<file path="config.mk">
export PLATFORM = sky130hd
export DESIGN_NAME = kdhf_ctrl
export DESIGN_NICKNAME = d
export VERILOG_FILES = /design/src/rtl/kdhf_pkg.sv /design/src/rtl/kdhf_ctrl.sv
export SDC_FILE = /design/constraint.sdc
export NUM_CORES = 1
export LEC_CHECK = 0
export ABC_AREA = 1
export BUFFER_PORTS_ARGS = -buffer_cell sky130_fd_sc_hd__buf_2
export CAP_MARGIN = 15
export CORE_UTILIZATION = 30
export DETAILED_ROUTE_END_ITERATION = 6
export MAX_ROUTING_LAYER = met4
export PLACE_DENSITY = 0.68
export SETUP_SLACK_MARGIN = 0.02
export SYNTH_ARGS = -nofsm -noshare
export SYNTH_HDL_FRONTEND = slang
export SYNTH_SLANG_ARGS = --single-unit
</file>
<file path="constraint.sdc">
create_clock -name clk -period 1.5 [get_ports clk]
set_input_delay 0.075 -clock clk [delete_from_list [all_inputs] [get_ports clk]]
set_output_delay 0.075 -clock clk [all_outputs]
set_load 0.02 [all_outputs]
</file>
<file path="src/rtl/kdhf_pkg.sv">
package kdhf_pkg;

  localparam int STORE_SIDE = 256;
  localparam int ADDR_W = 16;
  localparam int DEPTH_W = 16;

  localparam int DEF_MAX_WIDTH = 256;
  localparam int DEF_MAX_HEIGHT = 256;
  localparam int DEF_MAX_RADIUS = 7;
  localparam int DEF_MAX_NEIGHBORS = 64;

  localparam logic [1:0] REG_RADIUS = 2'd0;
  localparam logic [1:0] REG_COUNT = 2'd1;
  localparam logic [1:0] REG_WIDTH = 2'd2;
  localparam logic [1:0] REG_HEIGHT = 2'd3;

  localparam logic ACT_WRITE = 1'b0;
  localparam logic ACT_READ = 1'b1;

  // commands from controller to datapath
  typedef struct packed {
    logic load_req;      // latch request coordinates and limits
    logic mem_we;        // write datapath request to store
    logic mem_rd_own;    // read own pixel
    logic mem_rd_scan;   // read current scan cell
    logic scan_init;     // reset scan to window start for current distance
    logic scan_step;     // advance scan cell
    logic dist_step;     // advance distance, restart scan
    logic accum;         // accumulate last read cell if it matches
    logic clr_ptr;       // clear clearing pointer
    logic clr_write;     // write zero at clearing pointer
    logic div_start;
    logic res_own;       // result is own value
    logic res_zero;
    logic res_div;
  } kdhf_cmd_t;

  typedef struct packed {
    logic out_of_frame;
    logic own_nonzero;
    logic scan_last;     // current cell is last of window
    logic dist_last;     // current distance is last
    logic full;          // taken reached k
    logic none;          // taken is zero
    logic clr_last;
    logic div_done;
  } kdhf_sts_t;

endpackage

</file>
<file path="src/rtl/kdhf_ctrl.sv">
module kdhf_ctrl (
  input  logic               clk,
  input  logic               rst,
  input  logic               in_valid,
  input  logic               in_action,
  output logic               in_ready,
  output logic               out_valid,
  input  logic               out_ready,
  output kdhf_pkg::kdhf_cmd_t cmd,
  input  kdhf_pkg::kdhf_sts_t sts
);
  typedef enum logic [3:0] {
    S_CLEAR, S_IDLE, S_OWN, S_OWN_CHK, S_SCAN, S_DRAIN, S_NEXT, S_DIV, S_DIV_WAIT, S_OUT
  } state_t;
  state_t state;

  assign in_ready = (state == S_IDLE) || (state == S_OUT && out_ready);
  logic acc;
  assign acc = in_valid && in_ready;

  always_comb begin
    cmd = '0;
    cmd.clr_write = state == S_CLEAR;
    cmd.mem_we = acc && in_action == kdhf_pkg::ACT_WRITE;
    cmd.load_req = acc && in_action == kdhf_pkg::ACT_READ;
    cmd.mem_rd_own = state == S_OWN;
    cmd.mem_rd_scan = state == S_SCAN;
    cmd.scan_step = state == S_SCAN;
    cmd.accum = (state == S_SCAN) || (state == S_DRAIN);
    cmd.scan_init = state == S_OWN_CHK;
    cmd.dist_step = state == S_NEXT && !sts.dist_last && !sts.full;
    cmd.div_start = state == S_DIV;
    cmd.res_own = state == S_OWN_CHK && !sts.out_of_frame && sts.own_nonzero;
    cmd.res_zero = (state == S_OWN_CHK && sts.out_of_frame) ||
                   (state == S_DIV && sts.none);
    cmd.res_div = state == S_DIV_WAIT && sts.div_done;
  end

  always_ff @(posedge clk) begin
    if (rst) begin
      state <= S_CLEAR;
      out_valid <= 1'b0;
    end else begin
      case (state)
        S_CLEAR: if (sts.clr_last) state <= S_IDLE;
        S_OWN: state <= S_OWN_CHK;
        S_OWN_CHK: begin
          if (sts.out_of_frame || sts.own_nonzero) begin
            state <= S_OUT;
            out_valid <= 1'b1;
          end else state <= S_SCAN;
        end
        S_SCAN: if (sts.scan_last) state <= S_DRAIN;
        S_DRAIN: state <= S_NEXT;
        S_NEXT: state <= (sts.dist_last || sts.full) ? S_DIV : S_SCAN;
        S_DIV: begin
          if (sts.none) begin
            state <= S_OUT;
            out_valid <= 1'b1;
          end else state <= S_DIV_WAIT;
        end
        S_DIV_WAIT: if (sts.div_done) begin
          state <= S_OUT;
          out_valid <= 1'b1;
        end
        S_IDLE, S_OUT: begin
          if (acc && in_action == kdhf_pkg::ACT_READ) state <= S_OWN;
          else if (state == S_OUT && out_ready) state <= S_IDLE;
          if (state == S_OUT && out_ready) out_valid <= 1'b0;
        end
        default: state <= S_IDLE;
      endcase
    end
  end
endmodule

</file>
* After elaboration in Yosys (flattened, before gate mapping)
Index checks and enable logic that the tools add are counted.
** Storage, ports and cells
- Register bits :: 5
- Bits of input ports :: 13
- Logic and storage cells :: 57
** Operators by class
- Eq/ne operators :: 16
- Multiplexer cells :: 14
- Bitwise operators :: 1
- Reduce and logical (&&, ||, !) cells :: 24
** Operator list (count)
- $pmux W4 S9 :: 1
- $mux W4 :: 6
- $eq A4 B3 Y1 const B :: 4
- $logic_and A1 B1 Y1 :: 11
- $eq A4 B2 Y1 const B :: 2
- $eq A4 B4 Y1 const B :: 2
- $ne A2 B1 Y1 const B :: 4
- $logic_or A1 B1 Y1 :: 5
- $mux W1 :: 5
- $reduce_and A5 Y1 :: 1
- $eq A4 B1 Y1 const B :: 1
- $logic_not A4 Y1 :: 1
- $ne A2 B2 Y1 const B :: 2
- $pmux W1 S4 :: 1
- $reduce_and A4 Y1 :: 1
- $reduce_bool A4 Y1 :: 1
- $logic_not A1 Y1 :: 3
- $ne A3 B3 Y1 const B :: 1
- $mux W2 :: 1
- $reduce_or A2 Y1 :: 1
- $not A1 Y1 :: 1

* Longest topological paths before layout
Gate-level depths: netlist (run 1).
- Depth after elaboration :: 7
- Mapped depth :: 10
- Depth with buffers taken out :: 9

* Worst setup path before layout (run 1)
OpenSTA, ideal clock, no wires.
- Path type :: register -> output
- Start point :: register state[0]
- End point :: output cmd[12] (netlist bit)
- Arrival :: 1.460 ns
- Data required time :: 1.425 ns
- Setup slack :: -0.035 ns
- Cell stages (with the launch flop) :: 7
- Path buffers :: 0
- Cells stage by stage :: dfxtp_1 inv_2 nor2_4 nand2_1 a21oi_1 nand2_1 nor2_1
** RTL lines
- from (decl) :: RTL line kdhf_ctrl.sv:15 : state_t state;
- from (signal assigned) :: RTL line kdhf_ctrl.sv:55 : S_NEXT: state <= (sts.dist_last || sts.full) ? S_DIV : S_SCAN;
- to (decl) :: RTL line kdhf_ctrl.sv:9 : output kdhf_pkg::kdhf_cmd_t cmd,

==> summary.md, run 1 <==
| Metric | Value |
|---|---|
| Outcome | completed |
| Synth warn | 0 |
| Placement Setup Slack | 0.144 ns |
| Post-route cell area | 731 um2 |
| Nets@finish | 138 |
| Post-Syn Area | 528 um2 |
| Starting density of the core | 0.335 |
| Chip Height | 44.0 um |
| CTS tree | done |
| Iter 0 DRT Violations | 20 |
| Cells after DPL | 135 |
| Post-route antenna net violation count | 0 |
| Worst Skew | 0.00615 ns |
| First-pass GRT wire length | 2390 um |
| Fmax | 0.716 GHz |
| Final critical-path share of the clock period | 0.931 |
| DRT Wirelength | 1550 um |
| Ant. Diodes | 0 |
| Initial antenna violation count | 0 |
| CP arrival | 1.32 ns |
| Drc violations | 0 |
| Fin. max-slew vios | 0 |
| Fin util | 0.463 |
| Fin. Hold Viols | 0 |
| # hold bufs at CTS | 0 |
| Seq cells post-synth | 5 |
| Overall routing resource usage | 0.176 |
| Routed wire per std cell | 11.1 um |
| Max Buffers Root-to-Sink | 2 |
| Post-DR vias/cell | 5.04 |
| Die Wd | 44.0 um |
| H-tree Lvls | 1 |
| Pwr Density | 705 mW/mm2 |
| Commonest cells after routing, fill and taps aside | buf_2, nand2_1, nor2_1 |
| Cells after synthesis | 94 |
| CP endpoint kind | output pin |
| Worst path required time | 1.42 ns |
| Min-Delay Path Class | input port to register |
| CTS Buf Count | 3 |
| Final HPWL DP | 1270 um |
| Share of cells above drive strength 1 | 0.427 |
| Die area | 0.00193 mm2 |
| Via count | 706 |
| Routability cong. | 0.869 |
| Setup WS post-layout | 0.103 ns |
| RSZ-0062 raised after global routing | yes |
| Io pins | 29 |
| Worst ir drop on vdd | 322 uV |
| CP max FO | 8 |
| Pre-Repair DR Iteration Count | 6 |
| Layout area overhead | 38.4% |
| Max cap viols | 0 |
| Vias in the first global route | 577 |
| Final setup viols | 0 |
| Cell taking the most area after synthesis | dfxtp_1 |
| Row cnt | 14 |
| Largest net degree at the start of global routing | 9 |
| Worst-path clk slew | 0.05 ns |
| Kind of critical path | register to output pin |
| Post-Layout Cell Count | 140 |
| Mapped Nets | 107 |
| Area share of the largest cell type after synthesis | 0.190 |
| Tmin final | 1.40 ns |
| Sink Count | 5 |
| Area post-placement | 668 um2 |
| CP Launch Type | register |
| Most common cell after layout, fill and taps aside | buf_2 |
| Yosys cell types | 22 |
| Leak | 0.418 nW |
| Port Buf Inserts | 27 |
| Grt total ovfl | 0 |
| Register area share after synthesis | 0.190 |
| Worst-Skew Late Latency | 0.25 ns |
| Core area | 0.00158 mm2 |
| Top cells by area, synth | dfxtp_1, nand2_1, nor2_1 |
| Root buffer cell | clkbuf_4 |
| Average cell area after synthesis | 5.62 um2 |
==> Yosys cell counts, drive strengths merged <==
library cell / number
nor3: 3
nor4: 1
nand4: 3
o21ai: 1
buf: 4
a31o: 1
inv: 14
nand2: 25
nor2: 20
nand3: 6
a21oi: 7
nand3b: 1
dfxtp: 5
a31oi: 2
conb: 1
==> through the flow <==
stage,hold WS [ns],setup TNS [ns],power (mW)
floorplan,0.137,0,0.289
global placement,0.309,0,0.342
detailed placement,0.318,0,0.345
CTS,0.0516,0,0.512
global route,0.0459,-0.0106,0.551
finish,0.0537,0,0.515
==> metal layers <==
layer  vias to the layer above  track usage  wire length [um]
met5                         -            -                 0
met4                         0       0.0788                35
met3                         6       0.0625                88
met2                        26        0.272               725
met1                       312        0.203               699
li1                        362            -                 -
==> kinds of logic (layout without fill, tap and decap cells) <==
logic type             after synthesis  in the layout  share of synthesized area
other                                1              1                    0.00710
flip-flops                           5              5                      0.190
buffers and inverters               18             48                      0.164
AND/OR/NAND/NOR                     59             59                      0.509
AO/OA/AOI/OAI                       11             11                      0.130
==> worst max-delay path, cell delays in order, from the launching register on <==
cell and delay, ns:
dfxtp_2 0.41, nand2_2 0.12, nor2_2 0.18, nand2_1 0.12
nand2_2 0.09, buf_2 0.16
==> registers in the layout, summed over array words and instances (netlist names) <==
register   count
out_valid      1
state          4
==> report_power, final <==
| part | internal (mW) | switching (mW) |
|---|---|---|
| Clock | 0.101 | 0.0593 |
| Combinational | 0.0707 | 0.123 |
| Sequential | 0.146 | 0.0149 |
==> layout make-up <==
cell class	instances	area, um2
timing repair buffer	30	160
tap	16	20.0
clock buffer	4	26.3
multi-input combinational	71	364
fill	181	846
inverter	14	52.6
sequential	5	108
==> worst paths after layout <==
check | startpoint | depth (start not counted) | slack, ns | end
setup reg to reg | state[1]$_SDFFE_PP0P_ | 7 | 0.19 | state[3]$_SDFFE_PP0P_
setup / recovery | state[1]$_SDFFE_PP0P_ | 5 | 0.10 | cmd[1]
hold / removal | rst | 2 | 0.05 | state[3]$_SDFFE_PP0P_
hold reg to reg | out_valid$_SDFFE_PP0P_ | 2 | 0.48 | out_valid$_SDFFE_PP0P_
==> what timing repair did <==
action                                  CTS  global route
pin swaps                                 0             1
setup buffers                             0             1
gates resized for setup                   5             6
endpoints found under the setup margin    3             4
No activity file was read; power rests on OpenSTA's default activity.
==> inputs of run 2 (changes only) <==
--- a/config.mk
+++ b/config.mk
@@ -11,7 +11,7 @@
 export CORE_UTILIZATION = 30
 export DETAILED_ROUTE_END_ITERATION = 6
 export MAX_ROUTING_LAYER = met4
-export PLACE_DENSITY = 0.68
+export PLACE_DENSITY_LB_ADDON = 0.15
 export SETUP_SLACK_MARGIN = 0.02
 export SYNTH_ARGS = -nofsm -noshare
 export SYNTH_HDL_FRONTEND = slang
==> run 2 against run 1 <==
- fmax down 0.27%
- via count up 2.1%
- clock-buffer cell count unchanged
- flip-flop and latch count stayed put
- critical endpoint is now cmd[0]
- largest cell class unchanged
- largest power group unchanged
==> summary.md, run 2 (synthesis results as in run 1) <==
| Metric | Value |
|---|---|
| Die Wd | 44.0 um |
| Iter 0 DRT Violations | 26 |
| Fin. max-slew vios | 0 |
| Commonest cells after routing, fill and taps aside | buf_2, nand2_1, nor2_1 |
| Post-route cell area | 731 um2 |
| Hold slack | 0.0392 ns |
| Sequential share of power | 0.303 |
| H-tree Lvls | 1 |
| Switching power | 0.207 mW |
| Final critical-path share of the clock period | 0.934 |
| Worst-Skew Late Latency | 0.25 ns |
| Sink Count | 5 |
| Overall routing resource usage | 0.178 |
| CTS tree | done |
| Placement Setup Slack | 0.0779 ns |
| Outcome | completed |
| Top reg by flops | state |
| FF/Latch Area | 113 um2 |
| Most common cell after layout, fill and taps aside | buf_2 |
| CP arrival | 1.33 ns |
| Worst path required time | 1.42 ns |
| Max reg flops | 4 |
| RSZ-0062 raised after global routing | yes |
| Tmin final | 1.40 ns |
| Clock power frac | 0.324 |
| Pre-Repair DR Iteration Count | 6 |
| Leak | 0.412 nW |
| Kind of critical path | register to output pin |
| Routability cong. | 0.818 |
| # hold bufs at CTS | 0 |
| Final HPWL DP | 1200 um |
| Comb power frac | 0.373 |
| Post-route antenna net violation count | 0 |
| Max cap viols | 0 |
| Nets@finish | 137 |
| Layout area overhead | 38.4% |
| Setup TNS | 0 ns |
| Critical path cell sequence | inv_2 -> nor2_2 -> nand2_1 -> nor2_1 -> buf_2 |
| Final setup viols | 0 |
| Pwr Density | 718 mW/mm2 |
| Fill count | 193 |
| Largest stage delay on the critical path | 0.42 ns |
| Via count | 721 |
| CTS Buf Count | 3 |
| Routed wire per std cell | 11.5 um |
| Port Buf Inserts | 27 |
| Worst Skew | 0.00467 ns |
| CP endpoint kind | output pin |
| Core area | 0.00158 mm2 |
| Critical-path top delay cell | dfxtp_4 |
| Area of the multi-input gates | 367 um2 |
| Area post-placement | 653 um2 |
| Largest net degree at the start of global routing | 10 |
| Crit path buffers/inverters | 2 |
| Fin. Hold Viols | 0 |
| Worst ir drop on vdd | 292 uV |
| CP Launch Type | register |
| Post-Layout Cell Count | 139 |
| Switching fraction of total power | 0.395 |
| Starting density of the core | 0.335 |
| Max Buffers Root-to-Sink | 2 |
| Min-Delay Path Class | input port to register |
| Share of cells above drive strength 1 | 0.431 |
| Die area | 0.00193 mm2 |
| Setup WS post-layout | 0.0993 ns |
| Row cnt | 14 |
| Largest regs | state x4, out_valid x1 |
| Top Family by Delay on Critical Path | simple AND/OR/NAND/NOR gates |
| Drc violations | 0 |
| Initial antenna violation count | 0 |
| Cells after DPL | 133 |
| First-pass GRT wire length | 2500 um |
| Io pins | 29 |
| Post-DR vias/cell | 5.19 |
| DRT Wirelength | 1600 um |
| Chip Height | 44.0 um |
| Vias in the first global route | 599 |
| Worst-path clk slew | 0.05 ns |
| Ant. Diodes | 0 |
| Root buffer cell | clkbuf_4 |
| Fmax | 0.714 GHz |
| CP max FO | 9 |
| Grt total ovfl | 0 |
| Internal power | 0.317 mW |
[run 2: power groups by stage]
| stage | Combinational (mW) | Clock (mW) | Sequential, mW |
|---|---|---|---|
| after global placement | 0.185 | 0 | 0.160 |
| final | 0.196 | 0.170 | 0.159 |
| after detailed placement | 0.183 | 0 | 0.160 |
| after floorplan | 0.128 | 0 | 0.161 |
| after global routing | 0.218 | 0.180 | 0.161 |
| after CTS | 0.184 | 0.164 | 0.159 |
[run 2: final cells by class]
class                   instances  area share
flip-flops and latches          5       0.154
repair buffers                 29       0.209
multi-input cells              71       0.502
well taps                      16      0.0274
clock buffers                   4      0.0360
inverters                      14      0.0719
[run 2: what timing repair did]
action,in CTS,in global routing
hold endpoints to repair,0,0
endpoints found under the setup margin,5,9
gates resized for setup,3,11
buffers inserted,0,2
pin swaps,0,1
[run 2: path summary, 6_finish.rpt]
path / slack (ns) / from / to / cells past startpoint
min: 0.04 / rst / state[3]$_SDFFE_PP0P_ / 2
max: 0.1 / state[3]$_SDFFE_PP0P_ / cmd[0] / 5
max reg2reg: 0.13 / state[1]$_SDFFE_PP0P_ / state[3]$_SDFFE_PP0P_ / 8
min reg2reg: 0.47 / out_valid$_SDFFE_PP0P_ / out_valid$_SDFFE_PP0P_ / 2
[run 2: routing by layer]
layer | up-vias | part of all wire | track usage
li1 | 360 | - | -
met4 | 0 | 0.023 | 0.0970
met1 | 312 | 0.42 | 0.231
met2 | 43 | 0.47 | 0.254
met5 | - | 0 | -
met3 | 6 | 0.082 | 0.0375
[run 2: metrics by stage]
stage	utilization	power [mW]
after CTS	0.433	0.508
after global routing	0.463	0.559
after global placement	0.414	0.345
after detailed placement	0.414	0.344
final	0.463	0.525
after floorplan	-	0.289
